## config.mk

```make
export PLATFORM = sky130hd
export DESIGN_NAME = bounded_ordered_list_engine_unit
export DESIGN_NICKNAME = d
export VERILOG_FILES = /design/src/rtl/bol_pkg.sv /design/src/rtl/bol_cell.sv /design/src/rtl/bol_ctrl.sv /design/src/rtl/bounded_ordered_list_engine_unit.sv
export SDC_FILE = /design/constraint.sdc
export NUM_CORES = 1
export LEC_CHECK = 0
export BUFFER_PORTS_ARGS = -buffer_cell sky130_fd_sc_hd__buf_2
export CAP_MARGIN = 20
export CORE_UTILIZATION = 50
export DETAILED_ROUTE_END_ITERATION = 7
export PLACE_DENSITY_LB_ADDON = 0.1
export SYNTH_ARGS = -nofsm -noshare
export SYNTH_HDL_FRONTEND = slang
export SYNTH_SLANG_ARGS = --single-unit
```

## constraint.sdc

```tcl
create_clock -name clock -period 3.26 [get_ports clock]
set_clock_uncertainty 0.1 [all_clocks]
set_input_delay 0.652 -clock clock [delete_from_list [all_inputs] [get_ports clock]]
set_output_delay 0.652 -clock clock [all_outputs]
set_load 0.02 [all_outputs]
```

## src/rtl/bol_pkg.sv

```systemverilog
package bol_pkg;

   // storage geometry
   localparam int CAPACITY    = 16;
   localparam int VALUE_WIDTH = 32;
   localparam int CNT_W       = $clog2(CAPACITY + 1);
   localparam int IDX_W       = $clog2(CAPACITY);

   // port field widths
   localparam int ITEM_W      = 32;
   localparam int FIELD_CNT_W = 5;
   localparam int RSP_DATA_W  = 16;

   typedef logic [VALUE_WIDTH-1:0] value_type;
   typedef logic [CNT_W-1:0]       count_type;
   typedef logic [IDX_W-1:0]       index_type;

   // request codes
   typedef enum logic [2:0] {
      OP_PUSH_FRONT   = 3'd0,
      OP_PUSH_BACK    = 3'd1,
      OP_POP_FRONT    = 3'd2,
      OP_POP_BACK     = 3'd3,
      OP_DELETE_FIRST = 3'd4,
      OP_DELETE_ALL   = 3'd5,
      OP_SEARCH       = 3'd6,
      OP_NONE         = 3'd7
   } op_type;

   // result status codes
   typedef enum logic [1:0] {
      STATUS_OK        = 2'd0,
      STATUS_FULL      = 2'd1,
      STATUS_EMPTY     = 2'd2,
      STATUS_NOT_FOUND = 2'd3
   } status_type;

   typedef enum logic [1:0] {
      ST_IDLE,
      ST_SCAN,
      ST_DONE
   } state_type;

   // control broadcast to every cell of the chain
   typedef struct packed {
      logic      shift_left;
      logic      shift_right;
      logic      wr_en;
      index_type wr_idx;
      value_type wr_data;
   } cell_ctl_type;

   typedef struct packed {
      status_type status;
      logic       found;
      count_type  removed;
      count_type  entries;
   } result_type;

endpackage

```

## src/rtl/bol_cell.sv

```systemverilog
module bol_cell
   import bol_pkg::*;
(
   input  logic         clock,
   input  cell_ctl_type ctl,
   input  index_type    cell_idx,
   input  value_type    prev_value,
   input  value_type    next_value,
   output value_type    value
);

   value_type value_ff;
   value_type value_in;

   // direct write wins over a shift of the chain
   always_comb begin
      value_in = value_ff;
      if (ctl.wr_en && (ctl.wr_idx == cell_idx)) begin
         value_in = ctl.wr_data;
      end else if (ctl.shift_left) begin
         value_in = next_value;
      end else if (ctl.shift_right) begin
         value_in = prev_value;
      end
   end

   always_ff @(posedge clock) begin
      value_ff <= value_in;
   end

   assign value = value_ff;

endmodule

```

## src/rtl/bol_ctrl.sv

```systemverilog
module bol_ctrl
   import bol_pkg::*;
(
   input  logic         clock,
   input  logic         reset,
   input  logic         req_valid,
   output logic         req_ready,
   input  op_type       req_op,
   input  value_type    req_key,
   output logic         rsp_valid,
   input  logic         rsp_ready,
   output result_type   rsp_result,
   input  value_type    head_value,
   output cell_ctl_type cell_ctl
);

   state_type  state_ff,   state_in;
   count_type  count_ff,   count_in;
   count_type  left_ff,    left_in;
   count_type  removed_ff, removed_in;
   logic       hit_ff,     hit_in;
   value_type  key_ff,     key_in;
   op_type     op_ff,      op_in;
   result_type pend_ff,    pend_in;
   result_type out_ff,     out_in;
   logic       out_valid_ff, out_valid_in;

   logic       out_free;
   logic       finish;
   result_type fin_res;
   count_type  count_dec;
   logic       match;
   logic       keep;

   assign out_free  = !out_valid_ff || rsp_ready;
   assign count_dec = count_ff - CNT_W'(1);
   assign match     = (head_value == key_ff);

   // next state, cell control and result
   always_comb begin
      state_in     = state_ff;
      count_in     = count_ff;
      left_in      = left_ff;
      removed_in   = removed_ff;
      hit_in       = hit_ff;
      key_in       = key_ff;
      op_in        = op_ff;
      pend_in      = pend_ff;
      out_in       = out_ff;
      out_valid_in = out_valid_ff && !rsp_ready;
      cell_ctl     = '0;
      cell_ctl.wr_data = req_key;
      finish       = 1'b0;
      fin_res      = '0;
      req_ready    = 1'b0;
      keep         = 1'b1;

      unique case (state_ff)
         ST_IDLE: begin
            req_ready = 1'b1;
            if (req_valid) begin
               fin_res.status = STATUS_OK;
               unique case (req_op) inside
                  OP_PUSH_FRONT: begin
                     finish = 1'b1;
                     if (count_ff == CNT_W'(CAPACITY)) begin
                        fin_res.status = STATUS_FULL;
                     end else begin
                        cell_ctl.shift_right = 1'b1;
                        cell_ctl.wr_en       = 1'b1;
                        cell_ctl.wr_idx      = '0;
                        count_in             = count_ff + CNT_W'(1);
                     end
                  end
                  OP_PUSH_BACK: begin
                     finish = 1'b1;
                     if (count_ff == CNT_W'(CAPACITY)) begin
                        fin_res.status = STATUS_FULL;
                     end else begin
                        cell_ctl.wr_en  = 1'b1;
                        cell_ctl.wr_idx = count_ff[IDX_W-1:0];
                        count_in        = count_ff + CNT_W'(1);
                     end
                  end
                  OP_POP_FRONT: begin
                     finish = 1'b1;
                     if (count_ff == '0) begin
                        fin_res.status = STATUS_EMPTY;
                     end else begin
                        cell_ctl.shift_left = 1'b1;
                        count_in            = count_dec;
                        fin_res.removed     = CNT_W'(1);
                     end
                  end
                  OP_POP_BACK: begin
                     finish = 1'b1;
                     if (count_ff == '0) begin
                        fin_res.status = STATUS_EMPTY;
                     end else begin
                        count_in        = count_dec;
                        fin_res.removed = CNT_W'(1);
                     end
                  end
                  OP_DELETE_FIRST, OP_DELETE_ALL, OP_SEARCH: begin
                     key_in     = req_key;
                     op_in      = req_op;
                     left_in    = count_ff;
                     removed_in = '0;
                     hit_in     = 1'b0;
                     state_in   = ST_SCAN;
                  end
                  OP_NONE: begin
                     finish = 1'b1;
                  end
               endcase
               fin_res.entries = count_in;
            end
         end
         ST_SCAN: begin
            if (left_ff != '0) begin
               // head leaves the chain and comes back in at the tail if kept
               case (op_ff)
                  OP_DELETE_ALL:   keep = !match;
                  OP_DELETE_FIRST: keep = !(match && !hit_ff);
                  default:         keep = 1'b1;
               endcase
               cell_ctl.shift_left = 1'b1;
               cell_ctl.wr_en      = keep;
               cell_ctl.wr_idx     = count_dec[IDX_W-1:0];
               cell_ctl.wr_data    = head_value;
               if (!keep) begin
                  count_in   = count_dec;
                  removed_in = removed_ff + CNT_W'(1);
               end
               hit_in  = hit_ff | match;
               left_in = left_ff - CNT_W'(1);
            end else begin
               finish          = 1'b1;
               fin_res.status  = hit_ff ? STATUS_OK : STATUS_NOT_FOUND;
               fin_res.found   = hit_ff;
               fin_res.removed = removed_ff;
               fin_res.entries = count_ff;
               state_in        = ST_IDLE;
            end
         end
         ST_DONE: begin
            if (out_free) begin
               out_in       = pend_ff;
               out_valid_in = 1'b1;
               state_in     = ST_IDLE;
            end
         end
         default: begin
            state_in = ST_IDLE;
         end
      endcase

      // hand the result to the output register or park it
      if (finish) begin
         if (out_free) begin
            out_in       = fin_res;
            out_valid_in = 1'b1;
            state_in     = ST_IDLE;
         end else begin
            pend_in  = fin_res;
            state_in = ST_DONE;
         end
      end
   end

   // control registers
   always_ff @(posedge clock) begin
      if (reset) begin
         state_ff     <= ST_IDLE;
         count_ff     <= '0;
         out_valid_ff <= 1'b0;
      end else begin
         state_ff     <= state_in;
         count_ff     <= count_in;
         out_valid_ff <= out_valid_in;
      end
   end

   // scan and result payload
   always_ff @(posedge clock) begin
      left_ff    <= left_in;
      removed_ff <= removed_in;
      hit_ff     <= hit_in;
      key_ff     <= key_in;
      op_ff      <= op_in;
      pend_ff    <= pend_in;
      out_ff     <= out_in;
   end

   assign rsp_valid  = out_valid_ff;
   assign rsp_result = out_ff;

endmodule

```

## src/rtl/bounded_ordered_list_engine_unit.sv

```systemverilog
// Bounded ordered list engine: a deque of up to CAPACITY signed values kept in
// a chain of cells, front in cell 0.
// Request channel (req_): tuser carries the request code, tdata the value.
// Result channel (rsp_): one transfer per request with status, found flag,
// removed count, entry count and empty flag.
// Push, pop and the unused code finish at once: with the output register free,
// the result is valid the cycle after the transfer and a new request can follow.
// Delete first, delete all and search walk the chain once, one entry per
// cycle; the next request is taken when the walk has ended. The walk length
// is set by the stored entry count; the one compare sits at the head cell.
// The result sits in an output register; a finished result waiting there does
// not block the next request. If the receiver stalls with a second result
// ready, that result is parked and request intake pauses until it moves.
// Reset (synchronous) empties the store and drops any pending result; cell
// contents are not cleared and are never read before they are written.
module bounded_ordered_list_engine_unit
   import bol_pkg::*;
(
   input  logic                  clock,
   input  logic                  reset,
   input  logic                  req_tvalid,
   output logic                  req_tready,
   input  logic [ITEM_W-1:0]     req_tdata,   // [31:0] item_value
   input  logic [2:0]            req_tuser,   // [2:0] req_type
   output logic                  rsp_tvalid,
   input  logic                  rsp_tready,
   output logic [RSP_DATA_W-1:0] rsp_tdata    // [1:0] status, [2] found,
                                              // [7:3] removed_count,
                                              // [12:8] entry_count,
                                              // [13] is_empty, [15:14] zero
);

   cell_ctl_type cell_ctl;
   result_type   rsp_result;
   value_type    req_key;
   value_type    cell_value [CAPACITY];

   // stored on VALUE_WIDTH bits of the sign-extended item
   assign req_key = VALUE_WIDTH'(signed'(req_tdata));

   bol_ctrl u_ctrl (
      .clock      (clock),
      .reset      (reset),
      .req_valid  (req_tvalid),
      .req_ready  (req_tready),
      .req_op     (op_type'(req_tuser)),
      .req_key    (req_key),
      .rsp_valid  (rsp_tvalid),
      .rsp_ready  (rsp_tready),
      .rsp_result (rsp_result),
      .head_value (cell_value[0]),
      .cell_ctl   (cell_ctl)
   );

   // chain of cells, each linked to its neighbors; the end cells see zero past the chain
   for (genvar i = 0; i < CAPACITY; i++) begin : g_cell
      value_type prev_value;
      value_type next_value;
      if (i == 0) begin : g_first
         assign prev_value = '0;
      end else begin : g_inner_prev
         assign prev_value = cell_value[i-1];
      end
      if (i == CAPACITY - 1) begin : g_last
         assign next_value = '0;
      end else begin : g_inner_next
         assign next_value = cell_value[i+1];
      end
      bol_cell u_cell (
         .clock      (clock),
         .ctl        (cell_ctl),
         .cell_idx   (IDX_W'(i)),
         .prev_value (prev_value),
         .next_value (next_value),
         .value      (cell_value[i])
      );
   end

   // result packing
   assign rsp_tdata = {2'b00,
                       (rsp_result.entries == '0),
                       FIELD_CNT_W'(rsp_result.entries),
                       FIELD_CNT_W'(rsp_result.removed),
                       rsp_result.found,
                       rsp_result.status};

endmodule

```

Word-level counts from Yosys, hierarchy flattened
Index checks and enable logic that the tools add are counted.
W data, S select, Z words.
{"block": "word_totals", "reg_bits": 592, "in_bits": 39, "output_inout_bits": 18, "word_cells": 247}
{"block": "op_classes", "addsub": 4, "eq_ne": 36, "mux": 116, "n_bitwise": 2, "reduce_logical": 57}
{"cell": "$mux W32", "n": 49}
{"cell": "$mux W5", "n": 14}
{"cell": "$mux W13", "n": 5}
{"cell": "$pmux W5 S2", "n": 6}
{"cell": "$reduce_bool A3 Y1", "n": 16}
{"cell": "$mux W37", "n": 1}
{"cell": "$eq A32 B32 Y1", "n": 1}
{"cell": "$eq A4 B4 Y1 const B", "n": 8}
{"cell": "$mux W1", "n": 21}
{"cell": "$pmux W10 S2", "n": 1}
{"cell": "$eq A3 B3 Y1 const B", "n": 6}
{"cell": "$logic_and A1 B1 Y1", "n": 18}
{"cell": "$mux W2", "n": 9}
{"cell": "$eq A4 B3 Y1 const B", "n": 4}
{"cell": "$reduce_and A4 Y1", "n": 3}
{"cell": "$add A5 B1 Y5 const B", "n": 2}
{"cell": "$logic_not A5 Y1", "n": 2}
{"cell": "$mux W10", "n": 1}
{"cell": "$sub A5 B1 Y5 const B", "n": 2}
{"cell": "$ne A3 B2 Y1 const B", "n": 3}
{"cell": "$eq A4 B2 Y1 const B", "n": 2}
{"cell": "$pmux W1 S2", "n": 4}
{"cell": "$pmux W2 S2", "n": 2}
{"cell": "$mux W7", "n": 1}
{"cell": "26 further kinds", "n": 34}

Logic depth before layout (Yosys ltp)
{"block": "logic_depth", "word_depth": 11, "ltp_mapped": 12, "mapped_depth_nobuf": 10}

Cells and area by module
From an unflattened synthesis, not the netlist that was laid out.
{"block": "unflattened", "hier_cells": 2219, "hier_area_um2": 33148.0}
{"mod": "bol_cell", "n_inst": 16, "cells_per_inst": 110, "area_each_um2": 1798.0}
{"mod": "bol_ctrl", "n_inst": 1, "cells_per_inst": 453, "area_each_um2": 4346.7}
{"mod": "bounded_ordered_list_engine_unit", "n_inst": 1, "cells_per_inst": 6, "area_each_um2": 33.8}

Least setup slack after synthesis
No wires, ideal clock.
{"block": "synth_timing", "path_kind": "flip-flop to flip-flop", "start": "reg u_ctrl.count_ff[1]", "end": "reg g_cell[7].u_cell.value_ff[0], enable pin", "setup_time_ps": 389, "arrival_ps": 3031, "t_required_ps": 2771, "path_slack_ps": -260, "path_stages_with_launch": 12, "period_less_slack_ps": 3520, "cell_sequence": "dfxtp_1 -> clkbuf_1 -> inv_1 -> ha_1 -> nand4bb_1 -> clkbuf_1 -> nand3_1 -> nand4_1 -> buf_2 -> nand3_1 -> buf_4 -> nand2_1"}
{"block": "synth_between", "elab_chain_len": 8, "word_cells_on_any_way": 17, "cone_classes": "1 x add/sub; 2 x eq/ne; 11 x mux; 3 x reduce/logical"}
{"element": "start: declaration", "line_no": "bol_ctrl.sv:18", "source": "count_type count_ff, count_in;"}
{"element": "start signal: assignment", "line_no": "bol_ctrl.sv:179", "source": "count_ff <= count_in;"}
{"element": "$eq A5 B5 Y1", "line_no": "bol_ctrl.sv:66, bol_ctrl.sv:77"}
{"element": "$mux W5", "line_no": "bol_ctrl.sv:77", "source": "if (count_ff == CNT_W'(CAPACITY)) begin"}
{"element": "$pmux W5 S2", "line_no": "bol_ctrl.sv:63", "source": "unique case (req_op) inside"}
{"element": "$mux W7", "line_no": "bol_ctrl.sv:61", "source": "if (req_valid) begin"}
{"element": "$pmux W5 S2", "line_no": "bol_ctrl.sv:58", "source": "unique case (state_ff)"}
{"element": "$eq A4 B3 Y1", "line_no": "bol_cell.sv:18", "source": "if (ctl.wr_en && (ctl.wr_idx == cell_idx)) begin"}
{"element": "$logic_and A1 B1 Y1", "line_no": "bol_cell.sv:18"}
{"element": "$reduce_bool A3 Y1 (no source line) (*)"}
{"element": "end signal: assignment", "line_no": "bol_cell.sv:28", "source": "value_ff <= value_in;"}
{"element": "end: declaration", "line_no": "bol_cell.sv:12", "source": "value_type value_ff;"}
Mark *: on every way between the ends. The rest lies on a longest branch, timed or not.
A chain may end at the register's enable or synchronous reset.

Worst setup path in the final report
{"block": "layout_timing", "start": "reg u_ctrl.left_ff[0]", "end": "reg g_cell[14].u_cell.value_ff[21] (data pin)"}
{"block": "layout_between", "elab_chain_len": 6, "word_cells_on_any_way": 10, "cone_classes": "1 x eq/ne; 7 x mux; 2 x reduce/logical"}
{"element": "start: declaration", "line_no": "bol_ctrl.sv:19", "source": "count_type left_ff, left_in;"}
{"element": "start signal: assignment", "line_no": "bol_ctrl.sv:186", "source": "left_ff <= left_in;"}
{"element": "$reduce_bool A5 Y1 (*)", "line_no": "bol_ctrl.sv:120", "source": "if (left_ff != '0) begin"}
{"element": "$mux W37", "line_no": "bol_ctrl.sv:120"}
{"element": "$pmux W5 S2", "line_no": "bol_ctrl.sv:58"}
{"element": "$eq A4 B4 Y1", "line_no": "bol_cell.sv:18"}
{"element": "$logic_and A1 B1 Y1", "line_no": "bol_cell.sv:18"}
{"element": "$mux W32 (*)", "line_no": "bol_cell.sv:18"}
{"element": "net g_cell[14].u_cell.value_in[21]", "line_no": "bol_cell.sv:13", "source": "value_type value_in;"}
{"element": "end signal: assignment", "line_no": "bol_cell.sv:28"}
{"element": "end: declaration", "line_no": "bol_cell.sv:12"}
The timed path passes the listed nets; every way through them passes the cells marked *.

==> out/qor.txt <==
Met3 routed WL -> 3940 um
Worst-path clk slew -> 0.06 ns
Slew @ Worst Pin -> 0.719 ns
Share of cells above drive strength 1 -> 16.0%
Yosys reg bits -> 592
Final instance area -> 35400 sq um
P&R area growth vs syn -> 16.0%
DR DRC count -> 0
First-pass iteration count of the detailed router -> 5
Routed wire per std cell -> 25.8 um
Largest net degree at the start of global routing -> 46
GRT overflow -> 0
Pleak -> 14.0 nW
Remaining antenna violation count -> 0
CP required -> 3.49 ns
Initial DRC Count -> 1195
Met2 Routed Length -> 38000 um
Tightest Hold Check Type -> primary input to register
Core Util, Final -> 58.6%
Largest area contributor in the netlist -> edfxtp_1
Wirelength, routed -> 79600 um
CP Cell Sequence -> inv_1 -> ha_1 -> or4b_4 -> buf_4 -> nand2_4 -> buf_12 -> o21ai_4 -> buf_12 -> buf_12 -> mux2i_1 -> mux2i_1
Core area -> 60400 sq um
Die area -> 62000 sq um
WL met1 -> 35900 um
Final setup fails -> 0
Die Span Y -> 249 um
Largest cells by area after synthesis -> edfxtp_1 56%, mux2i_1 33%, dfxtp_1 1.4%, nand2_1 1.2%, buf_2 1.2%
Avg Vias per Cell -> 5.98
CTS H-Tree Depth -> 3
Peak supply drop -> 0.000368 V
Max FO, Critical Path -> 39
Syn Inst Count -> 2112
Syn_area_per_cell -> 14.4 sq um
Num rows -> 90
Pwr per Cell Area -> 588 nW/um^2
R2r worst-path depth -> 11
Largest stage delay on the critical path -> 0.52 ns
Clock buffer count from CTS -> 67
Vias in the first global route -> 19000
Reg area -> 17600 sq um
GPL Wtd Cong -> 0.849
Commonest cells after routing, fill and taps aside -> 1006 x mux2i_1, 571 x edfxtp_1, 110 x buf_4, 89 x nand2_1, 71 x buf_12
Layout fillers -> 4704
Initial Util -> 50.5%
Final count of pins violating max slew -> 0
CP endpoint kind -> register
Sink Count -> 592
Number of port buffers -> 54
Most common cell after layout, fill and taps aside -> mux2i_1
Crit-path leading delay family -> buffers and inverters
Slowest stage cell, crit path -> or4b_4
Final net count -> 2294
Netlist Area Pre-Place -> 30500 sq um
CP dominant cell by count -> buf_12
Layout Cells excl Fill -> 3083
Fin Setup TNS -> 0 ns
Critical path start-end classification -> register to register
Area share of the largest cell type after synthesis -> 56.2%
Fin Hold WS -> 0.137 ns
Arr. time, crit path -> 3.42 ns
Number of enable flip-flop cells after synthesis -> 571
CP startpoint -> u_ctrl.left_ff[0]
Vias after detailed routing -> 18400
Hold Crit Depth -> 1
Critical path startpoint category -> register
TritonCTS clock tree -> built
Ys async rst share -> 0%
Most used DFF post-synth -> edfxtp_1
Fmax -> 314 MHz
Hold path start -> req_tdata[10]
Placed Cells incl. Taps -> 2961
Worst r2r src -> u_ctrl.left_ff[0]
Skew-Pair Late Insertion Delay -> 0.61 ns
Crit path time final -> 3.19 ns
GR Util All Layers -> 25.8%
DIE WIDTH -> 249 um
First-pass GRT wire length -> 121000 um
Final hold vios -> 0
Warnings from Yosys -> 0
Outcome -> finished clean
Crit share post-route -> 97.7%
Root Buffer -> clkbuf_16
CP bufs+invs -> 5
Slew HR -> 52.0%
Antenna violations before repair -> 2
Clock buffer depth -> 3
Cts hold-fix bufs -> 0
Post-synthesis sequential area ratio -> 57.6%
Crit. path cell count -> 11
Top layer in use -> met5
DP HPWL -> 52500 um
Yosys cell types -> 61
Max-cap viol count -> 0
Placed Area -> 33300 sq um
Total I/O pin count -> 57
Area of the multi-input gates -> 12200 sq um
-- power by group --
part | internal [mW] | switching [mW] | total, mW
clock network | 4.12 | 3.06 | 7.18
registers | 9.54 | 0.460 | 10.0
logic | 1.53 | 2.10 | 3.62
total | 15.2 | 5.62 | 20.8
-- cells by family after synthesis --
kind of cell | share of synthesized area [%]
AND/OR/NAND/NOR | 3.70
AO/OA/AOI/OAI | 1.51
buffers and inverters | 2.84
flip-flops | 57.6
other | 0.0123
multiplexers | 33.0
adder cells (fa/ha/maj) | 0.205
XOR/XNOR | 1.09
-- synthesized netlist by cell type, drive strengths merged (2+ instances only) --
master and instances:
a211oi 5, a21oi 7, a22o 3, a22oi 2
a31oi 8, a32o 2, and2 5, and3 12
buf 99, clkbuf 69, dfxtp 21, edfxtp 571
ha 5, inv 8, mux2i 1006, nand2 100
nand2b 13, nand3 22, nand4 10, nor2 36
nor2b 7, nor3 8, nor3b 2, o21ai 23
o22ai 6, o311ai 2, or4b 2, xnor2 35
xor2 3
-- registers in the layout (all words and copies together) (netlist names) --
| signal | cells |
|---|---|
| u_ctrl.pend_ff | 13 |
| u_ctrl.state_ff | 2 |
| u_ctrl.rsp_valid | 1 |
| u_ctrl.hit_ff | 1 |
| u_ctrl.op_ff | 3 |
| u_ctrl.key_ff | 32 |
| g_cell.u_cell.value | 512 |
| u_ctrl.count_ff | 5 |
| u_ctrl.rsp_result | 13 |
| u_ctrl.removed_ff | 5 |
| u_ctrl.left_ff | 5 |
-- metal layers --
metal  global-route usage (%)  vias up
li1                         -     8365
met2                     42.2      487
met5                        0        -
met4                     7.52        2
met1                     36.0     9464
met3                     3.45      113
-- metrics by stage --
step | setup WS, ns | total power [mW]
after floorplan | -0.211 | 12.3
after global placement | 0.115 | 13.6
after detailed placement | 0.0830 | 13.8
after CTS | 0.0542 | 21.0
after global routing | -0.0169 | 21.6
final | 0.0744 | 20.8
-- final cells by class --
cell class / instances / share of cell area [%]
Sequential cell: 592 / 49.7
Multi-Input combinational cell: 1345 / 34.5
Timing Repair Buffer: 236 / 7.13
Clock buffer: 88 / 5.17
Tap cell: 782 / 2.77
Clock inverter: 31 / 0.626
Inverter: 8 / 0.0849
Antenna cell: 1 / 0.00708
-- final timing paths --
path / end / slack (ns)
worst min-delay path: u_ctrl.key_ff[10] / 0.14
worst max register to register: g_cell[14].u_cell.value[21] / 0.07
worst max-delay path: g_cell[14].u_cell.value[21] / 0.07
worst min register to register: u_ctrl.rsp_result[9] / 0.43
-- timing repair --
action / in CTS / in global routing
setup buffers: 0 / 1
endpoints found under the setup margin: 0 / 301
hold endpoints to repair: 0 / 0
resized for setup: 0 / 2
Power figures use the tool's default switching activity.
